## src/rtl/rrrld_pkg.sv

```systemverilog
`default_nettype none
// ----------------------------------------------------------------------------
// Raster row run-length decoder package
// Shared constants and the run head count mask table.
// ----------------------------------------------------------------------------
package rrrld_pkg;

   // Default width limit of the run count accumulator.
   localparam int COUNT_BITS_DEFAULT = 16;

   // Configuration port geometry and register indexes.
   localparam int CSR_INDEX_W = 2;
   localparam int CSR_DATA_W  = 16;
   localparam logic [CSR_INDEX_W-1:0] CSR_BITS_PER_PIXEL = 2'd0;
   localparam logic [CSR_INDEX_W-1:0] CSR_ROW_WIDTH      = 2'd1;

   // Register reset values.
   localparam logic [2:0]  BITS_PER_PIXEL_RESET = 3'd7;
   localparam logic [15:0] ROW_WIDTH_RESET      = 16'd1;

   // Mask of the count bits in a run head byte, by bits per pixel.
   function automatic logic [5:0] head_mask(input logic [2:0] bpp);
      logic [5:0] mask;
      case (bpp)
         3'd1:    mask = 6'd63;
         3'd2:    mask = 6'd31;
         3'd3:    mask = 6'd15;
         3'd4:    mask = 6'd7;
         3'd5:    mask = 6'd3;
         3'd6:    mask = 6'd1;
         default: mask = 6'd0;
      endcase
      return mask;
   endfunction

endpackage
`default_nettype wire

```

## src/rtl/raster_row_run_length_decoder_top.sv

```systemverilog
`default_nettype none
// ----------------------------------------------------------------------------
// Raster row run-length decoder
// Turns a coded raster byte stream into (pixel value, run length) pairs.
// ----------------------------------------------------------------------------
// The decoder takes one coded byte per clock unless stalled, and returns each
// run from the result register once the byte that completes it has passed the
// input register and been decoded. Every byte is decoded by the logic between
// those two registers, so a byte can follow in every cycle. A stall on the
// result side holds the input register only when the byte there would produce
// a result while the previous result still waits; bytes that produce no result
// keep moving. The user must write registers through the csr_ port only while
// no bytes are in flight (the block does not enforce this); csr_ready is always high.
module raster_row_run_length_decoder_top #(
   parameter int COUNT_BITS = rrrld_pkg::COUNT_BITS_DEFAULT
) (
   input  wire                               clock,
   input  wire                               reset,
   input  wire                               req_valid,
   output logic                              req_stall,
   input  wire  [7:0]                        req_data_byte,
   output logic                              rsp_valid,
   input  wire                               rsp_stall,
   output logic [7:0]                        rsp_pixel_value,
   output logic [15:0]                       rsp_run_length,
   output logic                              rsp_row_end,
   input  wire                               csr_valid,
   output logic                              csr_ready,
   input  wire  [rrrld_pkg::CSR_INDEX_W-1:0] csr_index,
   input  wire  [rrrld_pkg::CSR_DATA_W-1:0]  csr_data
);

   // The count never exceeds the row width, so 16 bits always suffice.
   localparam int ACC_W = (COUNT_BITS < 16) ? COUNT_BITS : 16;
   localparam logic [24:0] COUNT_CAP = 25'((1 << COUNT_BITS) - 1);

   typedef enum logic [1:0] {
      PH_ROWNUM = 2'd0,
      PH_HEAD   = 2'd1,
      PH_CONT   = 2'd2
   } phase_type;

   phase_type        phase_ff, phase_in;
   logic [15:0]      pixels_ff, pixels_in;
   logic [6:0]       colour_ff, colour_in;
   logic [ACC_W-1:0] acc_ff, acc_in;
   logic [2:0]       bpp_ff;
   logic [15:0]      row_width_ff;

   logic             s1_valid_ff;
   logic [7:0]       s1_byte_ff;

   logic             out_valid_ff;
   logic [7:0]       out_pixel_ff, out_pixel_in;
   logic [15:0]      out_length_ff, out_length_in;
   logic             out_row_end_ff, out_row_end_in;

   logic             emit;
   logic             advance;
   logic [24:0]      lim_wide;
   logic [ACC_W-1:0] lim;
   logic [15:0]      rem;
   logic [6:0]       head_colour;
   logic [ACC_W-1:0] head_count;
   logic [ACC_W-1:0] acc_clamped;
   logic [ACC_W+6:0] cont_wide;
   logic [ACC_W-1:0] cont_count;
   logic [ACC_W-1:0] run_acc;
   logic [6:0]       run_colour;
   logic             run_done;
   logic [16:0]      run_count;
   logic [15:0]      run_clamped;

   always_comb begin
      lim_wide = ({9'd0, row_width_ff} < COUNT_CAP) ? {9'd0, row_width_ff} : COUNT_CAP;
      lim      = lim_wide[ACC_W-1:0];
      rem      = (pixels_ff >= row_width_ff) ? 16'd0 : (row_width_ff - pixels_ff);

      head_colour = s1_byte_ff[6:0] >> (3'd7 - bpp_ff);
      head_count  = ACC_W'(s1_byte_ff[5:0] & rrrld_pkg::head_mask(bpp_ff));
      if (head_count > lim) begin
         head_count = lim;
      end

      // The row width may have shrunk since the accumulator was loaded.
      acc_clamped = (acc_ff > lim) ? lim : acc_ff;
      cont_wide   = {acc_clamped, s1_byte_ff[6:0]};
      cont_count  = (cont_wide > {7'd0, lim}) ? lim : cont_wide[ACC_W-1:0];

      phase_in       = phase_ff;
      pixels_in      = pixels_ff;
      colour_in      = colour_ff;
      acc_in         = acc_ff;
      run_acc        = cont_count;
      run_colour     = colour_ff;
      run_done       = 1'b0;
      emit           = 1'b0;
      out_pixel_in   = {1'b0, colour_ff} - 8'd1;
      out_length_in  = rem;
      out_row_end_in = 1'b0;

      case (phase_ff)
         PH_ROWNUM: begin
            if (!s1_byte_ff[7]) begin
               phase_in = PH_HEAD;
            end
         end
         PH_HEAD: begin
            if (s1_byte_ff == 8'd0) begin
               // End of row: pad with the last colour, then reset row state.
               emit           = 1'b1;
               out_row_end_in = 1'b1;
               phase_in       = PH_ROWNUM;
               pixels_in      = 16'd0;
               colour_in      = 7'd1;
               acc_in         = '0;
            end else begin
               colour_in  = head_colour;
               acc_in     = head_count;
               run_acc    = head_count;
               run_colour = head_colour;
               if (s1_byte_ff[7]) begin
                  phase_in = PH_CONT;
               end else begin
                  run_done = 1'b1;
               end
            end
         end
         default: begin
            acc_in = cont_count;
            if (s1_byte_ff[7]) begin
               phase_in = PH_CONT;
            end else begin
               run_done = 1'b1;
            end
         end
      endcase

      run_count   = 17'(run_acc) + 17'd1;
      run_clamped = (run_count > {1'b0, rem}) ? rem : run_count[15:0];
      if (run_done) begin
         phase_in = PH_HEAD;
         acc_in   = '0;
         if (run_clamped != 16'd0) begin
            emit          = 1'b1;
            out_pixel_in  = {1'b0, run_colour} - 8'd1;
            out_length_in = run_clamped;
            pixels_in     = pixels_ff + run_clamped;
         end
      end
   end

   // A byte leaves the input register unless its result has nowhere to go.
   assign advance   = s1_valid_ff && (!emit || !out_valid_ff || !rsp_stall);
   assign req_stall = s1_valid_ff && !advance;
   assign csr_ready = 1'b1;

   always_ff @(posedge clock) begin
      if (reset) begin
         phase_ff     <= PH_ROWNUM;
         pixels_ff    <= 16'd0;
         colour_ff    <= 7'd1;
         acc_ff       <= '0;
         bpp_ff       <= rrrld_pkg::BITS_PER_PIXEL_RESET;
         row_width_ff <= rrrld_pkg::ROW_WIDTH_RESET;
         s1_valid_ff  <= 1'b0;
         out_valid_ff <= 1'b0;
      end else begin
         if (csr_valid && csr_ready) begin
            case (csr_index)
               rrrld_pkg::CSR_BITS_PER_PIXEL: bpp_ff       <= csr_data[2:0];
               rrrld_pkg::CSR_ROW_WIDTH:      row_width_ff <= csr_data;
               default: ;
            endcase
         end
         if (advance) begin
            phase_ff  <= phase_in;
            pixels_ff <= pixels_in;
            colour_ff <= colour_in;
            acc_ff    <= acc_in;
         end
         if (!req_stall) begin
            s1_valid_ff <= req_valid;
         end
         if (advance && emit) begin
            out_valid_ff <= 1'b1;
         end else if (!rsp_stall) begin
            out_valid_ff <= 1'b0;
         end
      end
      if (!req_stall && req_valid) begin
         s1_byte_ff <= req_data_byte;
      end
      if (advance && emit) begin
         out_pixel_ff   <= out_pixel_in;
         out_length_ff  <= out_length_in;
         out_row_end_ff <= out_row_end_in;
      end
   end

   assign rsp_valid       = out_valid_ff;
   assign rsp_pixel_value = out_pixel_ff;
   assign rsp_run_length  = out_length_ff;
   assign rsp_row_end     = out_row_end_ff;

   // Only the row end padding run may carry a zero length.
   a_zero_only_on_row_end: assert property (@(posedge clock) disable iff (reset)
      (rsp_valid && rsp_run_length == 16'd0) |-> rsp_row_end)
      else $error("zero-length run without row end");

   // A row end transfer returns the decoder to the row number phase.
   a_row_end_phase: assert property (@(posedge clock) disable iff (reset)
      (advance && emit && out_row_end_in) |=> (phase_ff == PH_ROWNUM))
      else $error("row end did not restart the row number phase");

   // A result taken into the output register is never dropped while stalled.
   a_result_kept: assert property (@(posedge clock) disable iff (reset)
      (out_valid_ff && rsp_stall) |=> out_valid_ff)
      else $error("stalled result lost");

endmodule
`default_nettype wire
```

## config.mk

```make
export PLATFORM = sky130hd
export DESIGN_NAME = raster_row_run_length_decoder_top
export DESIGN_NICKNAME = d
export VERILOG_FILES = /design/src/rtl/rrrld_pkg.sv /design/src/rtl/raster_row_run_length_decoder_top.sv
export SDC_FILE = /design/constraint.sdc
export NUM_CORES = 1
export LEC_CHECK = 0
export BUFFER_PORTS_ARGS = -buffer_cell sky130_fd_sc_hd__buf_2
export CAP_MARGIN = 15
export CORE_ASPECT_RATIO = 1.1
export CORE_MARGIN = 2
export CORE_UTILIZATION = 23
export CTS_CLUSTER_SIZE = 8
export DETAILED_ROUTE_END_ITERATION = 6
export SETUP_SLACK_MARGIN = 0.05
export SLEW_MARGIN = 10
export SYNTH_ARGS = -nofsm -noshare
export SYNTH_HDL_FRONTEND = slang
export SYNTH_SLANG_ARGS = --single-unit
```

## constraint.sdc

```tcl
create_clock -name clock -period 30.1 [get_ports clock]
set_input_delay 1.505 -clock clock [delete_from_list [all_inputs] [get_ports clock]]
set_output_delay 1.505 -clock clock [all_outputs]
set_load 0.01 [all_outputs]
```

# [Word-level counts from Yosys, hierarchy flattened]
# Index checks and enable logic that the tools add are counted.
[totals] output_inout_bits=28 regBits=95 in_bits=31 elab_cells=94
[op_classes] shift=1 n_eq_ne=11 n_bitwise=1 mux=37 magnitude_cmp=6 n_reduce_logical=20 addsub=6
[ops] op="$mux 16" count=16
[ops] op="$pmux 6 s6" count=1
[ops] op="$pmux 16 s2" count=1
[ops] op="$gt 23x16->1" count=1
[ops] op="$mux 7" count=3
[ops] op="$add 16x1->17 const B" count=1
[ops] op="$gt 17x16->1" count=1
[ops] op="$add 16x16->16" count=1
[ops] op="$ge 16x16->1" count=1
[ops] op="$gt 16x16->1" count=1
[ops] op="$gt 6x16->1" count=1
[ops] op="$lt 16x16->1 const B" count=1
[ops] op="$mux 8" count=2
[ops] op="$reduce_bool 16->1" count=1
[ops] op="$sub 16x16->16" count=1
[ops] op="$sub 7x1->8 const B" count=2
[ops] op="$reduce_and 2->1" count=5
[ops] op="$eq 3x3->1 const B" count=3
[ops] op="$logic_not 8->1" count=1
[ops] op="$mux 1" count=8
[ops] op="$mux 2" count=4
[ops] op="$shr 7x3->7" count=1
[ops] op="$and 6x6->6" count=1
[ops] op="$eq 3x2->1 const B" count=2
[ops] op="12 further kinds" count=22

# [Longest topological paths before layout]
# Gate-level depths: netlist of run 1.
[depth] word_depth=22 ltp_mapped=53 depth_no_buf=47

# [Least setup slack after synthesis of run 1]
# No wires, ideal clock.
[synth_timing] path_type="register to register" start="register row_width_ff[11]" end="register pixels_ff[15]" period_less_slack_ns=10.517 n_path_buf=6 required_time_ns=29.994 path_slack_ns=19.583 stages_incl_launch_ff=51 setup_ns=0.106 arrival_ns=10.411 cell_sequence="dfxtp_1 -> inv_1 -> ha_1 -> a21oi_1 -> nor2b_1 -> or4_4 -> a2111o_1 -> nand2_1 -> buf_2 -> clkbuf_1 -> nand2_1 -> o21ai_0 -> ha_1 -> a21oi_1 -> o21ai_0 -> a2111oi_0 -> a21oi_1 -> a21o_1 -> [... 15 more ...] -> clkbuf_1 -> nand2_1 -> o21ai_0 -> ha_1 -> a21o_1 -> a21oi_1 -> o21bai_1 -> a21oi_1 -> o21bai_1 -> a21oi_1 -> o21ai_0 -> o21ai_0 -> nand2b_1 -> a21oi_1 -> o21a_1 -> o21ai_0 -> xnor2_1 -> o311ai_0"
[synth_between] elab_chain_cells=18 word_cells_on_any_way=26 cone_classes="add/sub: 3; order compare: 6; mux: 12; reduce/logical: 5"
[synth_rtl] element="from (decl)" line="raster_row_run_length_decoder_top.sv:48" source="logic [15:0] row_width_ff;"
[synth_rtl] element="from (signal assigned)" line="raster_row_run_length_decoder_top.sv:165" source="row_width_ff <= rrrld_pkg::ROW_WIDTH_RESET;"
[synth_rtl] element="from (signal assigned)" line="raster_row_run_length_decoder_top.sv:172" source="rrrld_pkg::CSR_ROW_WIDTH: row_width_ff <= csr_data;"
[synth_rtl] element="$lt 16x16->1" line="raster_row_run_length_decoder_top.sv:75" source="lim_wide = ({9'd0, row_width_ff} < COUNT_CAP) ? {9'd0, row_width_ff} : COUNT_CAP;"
[synth_rtl] element="$mux 16" line="raster_row_run_length_decoder_top.sv:75"
[synth_rtl] element="$gt 16x16->1" line="raster_row_run_length_decoder_top.sv:86" source="acc_clamped = (acc_ff > lim) ? lim : acc_ff;"
[synth_rtl] element="$mux 16" line="raster_row_run_length_decoder_top.sv:86"
[synth_rtl] element="$gt 23x16->1" line="raster_row_run_length_decoder_top.sv:88" source="cont_count = (cont_wide > {7'd0, lim}) ? lim : cont_wide[ACC_W-1:0];"
[synth_rtl] element="$mux 16" line="raster_row_run_length_decoder_top.sv:88"
[synth_rtl] element="$mux 16" line="raster_row_run_length_decoder_top.sv:109" source="if (s1_byte_ff == 8'd0) begin"
[synth_rtl] element="$mux 16" line="raster_row_run_length_decoder_top.sv:102" source="case (phase_ff)"
[synth_rtl] element="$add 16x1->17" line="raster_row_run_length_decoder_top.sv:139" source="run_count = 17'(run_acc) + 17'd1;"
[synth_rtl] element="$gt 17x16->1" line="raster_row_run_length_decoder_top.sv:140" source="run_clamped = (run_count > {1'b0, rem}) ? rem : run_count[15:0];"
[synth_rtl] element="$mux 16 *" line="raster_row_run_length_decoder_top.sv:140"
[synth_rtl] element="branches (longest 7 deep; another with $add 16x16->16)"
[synth_rtl] element="to (signal assigned)" line="raster_row_run_length_decoder_top.sv:178" source="pixels_ff <= pixels_in;"
[synth_rtl] element="to (decl)" line="raster_row_run_length_decoder_top.sv:44" source="logic [15:0] pixels_ff, pixels_in;"
# Every way passes the cells marked *.
# A chain may end at the register's enable or synchronous reset.

# [Final worst setup path of run 1]
[layout_timing] start="register row_width_ff[12]" end="output req_stall"
[layout_between] elab_chain_cells=20 word_cells_on_any_way=25 cone_classes="add/sub: 2; order compare: 6; mux: 10; reduce/logical: 7"
[layout_rtl] element="$lt 16x16->1" line="raster_row_run_length_decoder_top.sv:75"
[layout_rtl] element="$mux 16" line="raster_row_run_length_decoder_top.sv:75"
[layout_rtl] element="$gt 16x16->1" line="raster_row_run_length_decoder_top.sv:86"
[layout_rtl] element="$mux 16" line="raster_row_run_length_decoder_top.sv:86"
[layout_rtl] element="$gt 23x16->1" line="raster_row_run_length_decoder_top.sv:88"
[layout_rtl] element="$mux 16" line="raster_row_run_length_decoder_top.sv:88"
[layout_rtl] element="$mux 16" line="raster_row_run_length_decoder_top.sv:109"
[layout_rtl] element="$mux 16" line="raster_row_run_length_decoder_top.sv:102"
[layout_rtl] element="[... 3 more ...]"
[layout_rtl] element="$reduce_bool 16->1 *" line="raster_row_run_length_decoder_top.sv:144" source="if (run_clamped != 16'd0) begin"
[layout_rtl] element="$mux 1 *" line="raster_row_run_length_decoder_top.sv:144"
[layout_rtl] element="$mux 1 *" line="raster_row_run_length_decoder_top.sv:141" source="if (run_done) begin"
[layout_rtl] element="$logic_not 1->1 *" line="raster_row_run_length_decoder_top.sv:154" source="assign advance = s1_valid_ff && (!emit || !out_valid_ff || !rsp_stall);"
[layout_rtl] element="$logic_or 1x1->1 * (2 in series)" line="raster_row_run_length_decoder_top.sv:154"
[layout_rtl] element="$logic_and 1x1->1 *" line="raster_row_run_length_decoder_top.sv:154"
[layout_rtl] element="$logic_not 1->1 *" line="raster_row_run_length_decoder_top.sv:155" source="assign req_stall = s1_valid_ff && !advance;"
[layout_rtl] element="$logic_and 1x1->1 *" line="raster_row_run_length_decoder_top.sv:155"
[layout_rtl] element="to (decl)" line="raster_row_run_length_decoder_top.sv:20" source="output logic req_stall,"
# Every way passes the cells marked *; elsewhere a longest branch is shown, timed or not.

==> results of run 1 <==
[critical path: cells and delay by family (launching register included)]
kind / cells / cell delay [ns]
AOI/OAI and AO/OA: 17 / 5.61
and+or+nand+nor: 10 / 2.98
adders and majority gates: 4 / 1.24
buffers and inverters: 3 / 0.56
DFF: 1 / 0.53
[cell usage in the layout (no fill, tap or decap), types with 9 or more instances in the layout]
| master | count |
|---|---|
| edfxtp_1 | 33 |
| nor4_1 | 9 |
| o21ai_0 | 77 |
| nor2b_1 | 15 |
| ha_1 | 88 |
| nand2_1 | 164 |
| a22o_1 | 16 |
| buf_2 | 57 |
| a21o_1 | 14 |
| dfxtp_1 | 62 |
| nand3_1 | 22 |
| nand4_1 | 15 |
| and2_1 | 9 |
| mux2i_1 | 36 |
| nor3_1 | 26 |
| xnor2_1 | 32 |
| nor2_1 | 59 |
| o21a_1 | 12 |
| clkbuf_16 | 9 |
| xor2_1 | 14 |
| inv_1 | 59 |
| a21oi_1 | 96 |
| nand2b_1 | 15 |
[registers in the layout (all words and copies together), names as in the netlist]
signal / cells
acc_ff: 16
pixels_ff: 16
row_width_ff: 16
rsp_run_length: 16
rsp_pixel_value: 8
s1_byte_ff: 8
colour_ff: 7
bpp_ff: 3
phase_ff: 2
rsp_row_end: 1
rsp_valid: 1
s1_valid_ff: 1
[report_power, final]
part	internal [W]	switching, W	leakage (nW)
Clock	0.0000837	0.0000553	0.162
Sequential	0.000138	0.00000534	0.813
Combinational	0.000102	0.000173	2.92
[area by class of cell]
class,instances,area (um2)
Clock buffer,11,242.7
Clock inverter,5,105.1
Fill cell,3930,27220
Inverter,59,221.5
Multi-Input combinational cell,877,5954
Sequential cell,95,2232
Tap cell,494,618.1
Timing Repair Buffer,65,345.3
[cells by family (layout without fill, tap and decap cells)]
| logic type | count (synthesis) | in the layout | share of synthesized area (%) |
|---|---|---|---|
| other | 1 | 1 | 0.04371 |
| adders and majority gates | 90 | 90 | 13.30 |
| xor gates and xnor gates | 46 | 46 | 4.696 |
| and+or+nand+nor | 386 | 386 | 21.96 |
| AOI/OAI and AO/OA | 304 | 304 | 22.90 |
| buffers and inverters | 102 | 140 | 4.813 |
| DFF | 95 | 95 | 26.02 |
| muxes | 50 | 50 | 6.271 |
[routing by layer]
layer	share of wire, %	wire length [um]	track usage, %
met2	47	13200	24.18
met4	4.0	1119	6.384
met1	45	12530	18.36
met5	0.13	37	0
met3	4.2	1179	1.843
[stage by stage]
stage | utilization (%) | std cells | worst slack (ns)
finish | 26.31 | 1606 | 17.28
global route | 26.31 | 1606 | 16.50
floorplan | - | 1074 | 19.58
global placement | 25.37 | 1590 | 18.03
CTS | 26.31 | 1606 | 17.42
detailed placement | 25.37 | 1590 | 17.85
[worst paths after layout]
check,from,end,cells past startpoint
worst max register to register,row_width_ff[12],pixels_ff[15],44
worst max-delay path,row_width_ff[12],req_stall,34
worst min register to register,acc_ff[15],acc_ff[15],2
worst min-delay path,acc_ff[15],acc_ff[15],2
==> out/results.tsv, run 1 <==
metric	value	unit
gr-total-overflow	0	
netlist_top_cells_area	dfxtp_1 (14%), ha_1 (13%), edfxtp_1 (12%), nand2_1 (7.2%), a21oi_1 (5.7%)	
grt_pass1_wl	43840	um
crit_path_max_incr_delay	0.90	ns
port_buffers	57	
crit_type	reg -> out	
postCtsSetupBuffers	0	
setup_tns	0	ns
synth_cell_types	88	
peakVddDrop	0.03272	mV
routed_wl	28070	um
cts_hold_buf	0	
ys_warn_count	0	
design_area	0.009719	mm2
synth_commonest_cells	nand2_1 (164), a21oi_1 (97), ha_1 (88)	
first_global_vias	7816	
cp_max_fo	42	
critPathLaunchType	register	
hold_ws	0.4856	ns
syn_avg_cell_area	7.988	um2
worst_slew_pin_slew	1.040	ns
clkSinkCount	95	
synthCells	1074	
die_height	206.6	um
cp-end-kind	output pin	
cap_violations	0	
rrSetupSlack	18.02	ns
cp.required	28.60	ns
period_share	42.59	%
hpwl	22470	um
die-width	188.2	um
max_freq	78.00	MHz
design.core.area	0.03694	mm2
drc	0	
antenna_cells	0	
power	0.0005569	W
ys_seq_elements	95	
drt-pass1-iter-count	5	
cts.path.max_buffers	2	
drive_above_1_share	11.06	%
maxSlewHeadroom	28.89	%
postRouteAntennaNets	0	
insertion_delay	0.37	ns
synthesis.area	0.008579	mm2
ys.flop_type	dfxtp_1	
start_util	23.22	%
yosysSeqAreaShare	26.02	%
crit_top_cell	a21oi_1	
power_per_cell_area	57.30	mW/mm2
arrival	11.32	ns
post_dp_cell_area	0.009371	mm2
rsz0062_at_grt	false	
hold_class	reg -> reg	
gp_congestion	0.9200	
slew_violations	0	
slowest_stage	a2111oi_0	
async_reset_ff_share	0	%
finalCriticalPeriod	12.82	ns
cts.clk_slew.worst_paths	0.09	ns
vias	8134	
synth.most_common_cell	nand2_1	
cts-buffers-inserted	9	
area_growth	13.29	%
nets	1228	
dieArea	0.03887	mm2
synth_edf_count	33	
grt_max_degree	43	
finClkSkew	0.02237	ns
setup_viol	0	
final-hold-violation-count	0	
num_rows	74	
avgRoutedWirePerCell	17.48	um
synth_fp_nets	1195	
num_io_pins	59	
p_leak	3.897	nW
root_buffer	clkbuf_16	
outcome	finished, final reports clean	
grt_usage	14.33	%
viasPerCell	5.065	
h-tree-depth	3	
synth_top_area_share	14.47	%
cts_tree	done	
drt_iter0_drc	600	
synth_top_cell_by_area	dfxtp_1	
antenna_found_initial	3	
cts_resized	0	
(Power assumes the default switching activity.)
==> inputs of run 2 (changes only) <==
--- a/config.mk
+++ b/config.mk
@@ -5,6 +5,7 @@
 export SDC_FILE = /design/constraint.sdc
 export NUM_CORES = 1
 export LEC_CHECK = 0
+export ABC_AREA = 1
 export BUFFER_PORTS_ARGS = -buffer_cell sky130_fd_sc_hd__buf_2
 export CAP_MARGIN = 15
 export CORE_ASPECT_RATIO = 1.1
==> constraint.sdc (replaced) <==
create_clock -name clock -period 11.6 [get_ports clock]
set_input_delay 0.58 -clock clock [delete_from_list [all_inputs] [get_ports clock]]
set_output_delay 0.58 -clock clock [all_outputs]
set_load 0.01 [all_outputs]
==> out/results.tsv, run 2 <==
metric	value	unit
viasPerCell	4.757	
endpoint	pixels_ff[14]	
cts_resized	0	
synth_top_cell_by_area	nand2_1	
start_util	23.42	%
synthCells	1390	
cap_violations	0	
nets	1538	
finalCriticalPeriod	10.00	ns
rsz0062_at_grt	false	
grt_max_degree	39	
outcome	finished, final reports clean	
antenna_found_initial	0	
drt-pass1-iter-count	6	
drive_above_1_share	9.001	%
crit_path_start	row_width_ff[7]	
reg2regPathDepth	62	
crit_top_cell	nand2_1	
clkSinkCount	95	
cp.required	11.88	ns
timing.rr.end	pixels_ff[14]	
layout_common_cells	nand2_1 (388), inv_1 (169), nor2_1 (127)	
worst_slew_pin_slew	0.9609	ns
gp_congestion	0.9365	
postRouteAntennaNets	0	
finClkSkew	0.01415	ns
critPathLaunchType	register	
seqPwrFrac	19.6	%
crit_type	reg -> reg	
p_switching	0.001030	W
insertion_delay	0.38	ns
area_growth	11.10	%
num_io_pins	59	
max_freq	99.98	MHz
cts_tree	done	
routed_wl	29520	um
port_buffers	57	
cts.path.max_buffers	2	
hold_class	in -> reg	
dieArea	0.04058	mm2
cp_max_fo	24	
cts_hold_buf	0	
hpwl	23840	um
ys.flop_type	dfxtp_1	
num_rows	75	
setup_viol	0	
muxShareOfSynthArea	0.2233	%
reg2reg_from	row_width_ff[7]	
yosysSeqAreaShare	24.90	%
period_share	86.22	%
synth_compound_area_share	13.98	%
power_per_cell_area	195.2	mW/mm2
ys_seq_elements	95	
first_global_vias	8646	
synth_top_family_by_area	simple AND/OR/NAND/NOR gates	
peakVddDrop	0.08740	mV
antenna_cells	0	
synthXorXnorAreaFrac	2.638	%
power	0.001944	W
cp-end-kind	register	
synth.most_common_cell	nand2_1	
arrival	10.28	ns
drc	0	
synth_top_area_share	16.25	%
synth_cell_types	53	
design.core.area	0.03829	mm2
vias	9142	
gr-total-overflow	0	
async_reset_ff_share	0	%
root_buffer	clkbuf_16	
die_height	211.1	um
avgRoutedWirePerCell	15.36	um
crit_path_max_incr_delay	0.52	ns
maxSlewHeadroom	35.87	%
synthesis.area	0.008965	mm2
synth_fa_ha_area_share	12.73	%
die-width	192.2	um
postCtsSetupBuffers	0	
drt_iter0_drc	805	
ys_warn_count	0	
p_leak	4.786	nW
internal_power	0.0009140	W
h-tree-depth	3	
combPwrFrac	64.2	%
grt_pass1_wl	46530	um
slowest_stage	dfxtp_1	
synth_commonest_cells	nand2_1 (388), inv_1 (169), nor2_1 (127)	
cts-buffers-inserted	9	
synth_fp_nets	1511	
synth-simple-area-share	35.20	%
netlist_top_cells_area	nand2_1 (16%), dfxtp_1 (14%), ha_1 (12%), edfxtp_1 (11%), inv_1 (7.1%)	
fillers	4323	
final-hold-violation-count	0	
synth_edf_count	33	
layout_commonest_cell	nand2_1	
cts.clk_slew.worst_paths	0.08	ns
pwr-share-clk	16.2	%
slew_violations	0	
rrSetupSlack	1.60	ns
setup_tns	0	ns
grt_usage	14.62	%
switching_share	52.98	%
syn_avg_cell_area	6.450	um2
-- run 2: changes by cell type after synthesis, sizes merged, moves of 21 or more --
| cell | before | now |
|---|---|---|
| nor2 | 61 | 133 |
| mux2i | 38 | 2 |
| nand3 | 22 | 122 |
| inv | 59 | 175 |
| nor3 | 31 | 10 |
| nand2 | 165 | 405 |
-- run 2: critical path: cells and delay by family, from the launching register on --
kind,cells,cell delay (ns)
AOI/OAI and AO/OA,14,1.95
xor gates and xnor gates,1,0.18
adders and majority gates,6,1.86
buffers and inverters,6,0.76
DFF,1,0.52
and+or+nand+nor,35,4.61
-- run 2: metrics by stage --
stage          utilization (%)  setup WS [ns]  instances  area (um2)  hold slack (ns)
3_5_place_dp             25.24          1.717       1906        9663           0.4713
2_1_floorplan                -          3.933       1390        8965           0.4539
3_3_place_gp             25.24          1.810       1906        9663           0.4707
6_report                 26.01          1.598       1922        9960           0.3761
5_1_grt                  26.01         0.4752       1922        9960           0.3742
4_1_cts                  26.01          1.684       1922        9960           0.3712
-- run 2: worst min-delay path by stage --
stage | depth (start not counted) | from | endpoint
2_1_floorplan | 2 | phase_ff[0] | phase_ff[0]
3_3_place_gp | 2 | phase_ff[0] | phase_ff[0]
3_5_place_dp | 2 | colour_ff[1] | colour_ff[1]
4_1_cts | 1 | req_data_byte[3] | s1_byte_ff[3]
5_1_grt | 1 | req_data_byte[3] | s1_byte_ff[3]
6_report | 1 | req_data_byte[3] | s1_byte_ff[3]
-- run 2: kinds of logic (layout without fill, tap and decap cells) --
| kind of cell | after synthesis | in the layout |
|---|---|---|
| AND/OR/NAND/NOR | 717 | 717 |
| XOR/XNOR | 27 | 27 |
| buffers and inverters | 224 | 256 |
| adder cells (fa/ha/maj) | 90 | 90 |
| flip-flops | 95 | 95 |
| other | 1 | 1 |
| multiplexers | 2 | 2 |
| AO/OA/AOI/OAI | 234 | 234 |
-- run 2: cell type report --
cell class / instances / area (um2) / area share [%]
timing repair buffer: 63 / 330.3 / 3.317
clock buffer: 9 / 225.2 / 2.261
multi-input combinational: 1071 / 5811 / 58.34
sequential: 95 / 2232 / 22.41
inverter: 177 / 664.4 / 6.671
tap: 500 / 625.6 / 6.281
clock inverter: 7 / 71.32 / 0.7161
-- run 2: metal layers --
metal  up-vias  GRT usage, %  part of all wire, %
li1       4616             -                    -
met1      4205         19.00                   46
met2       261         24.11                   46
met3        60         2.044                  4.6
met4         0         6.238                  3.4
met5         -             0                    0
-- run 2: power by group through the flow --
stage / sequential [W] / clock (W) / combinational, W
after floorplan: 0.000380 / 0 / 0.000973
after global placement: 0.000388 / 0 / 0.00123
after detailed placement: 0.000388 / 0 / 0.00123
after CTS: 0.000380 / 0.000319 / 0.00124
after global routing: 0.000382 / 0.000330 / 0.00142
final: 0.000381 / 0.000315 / 0.00125
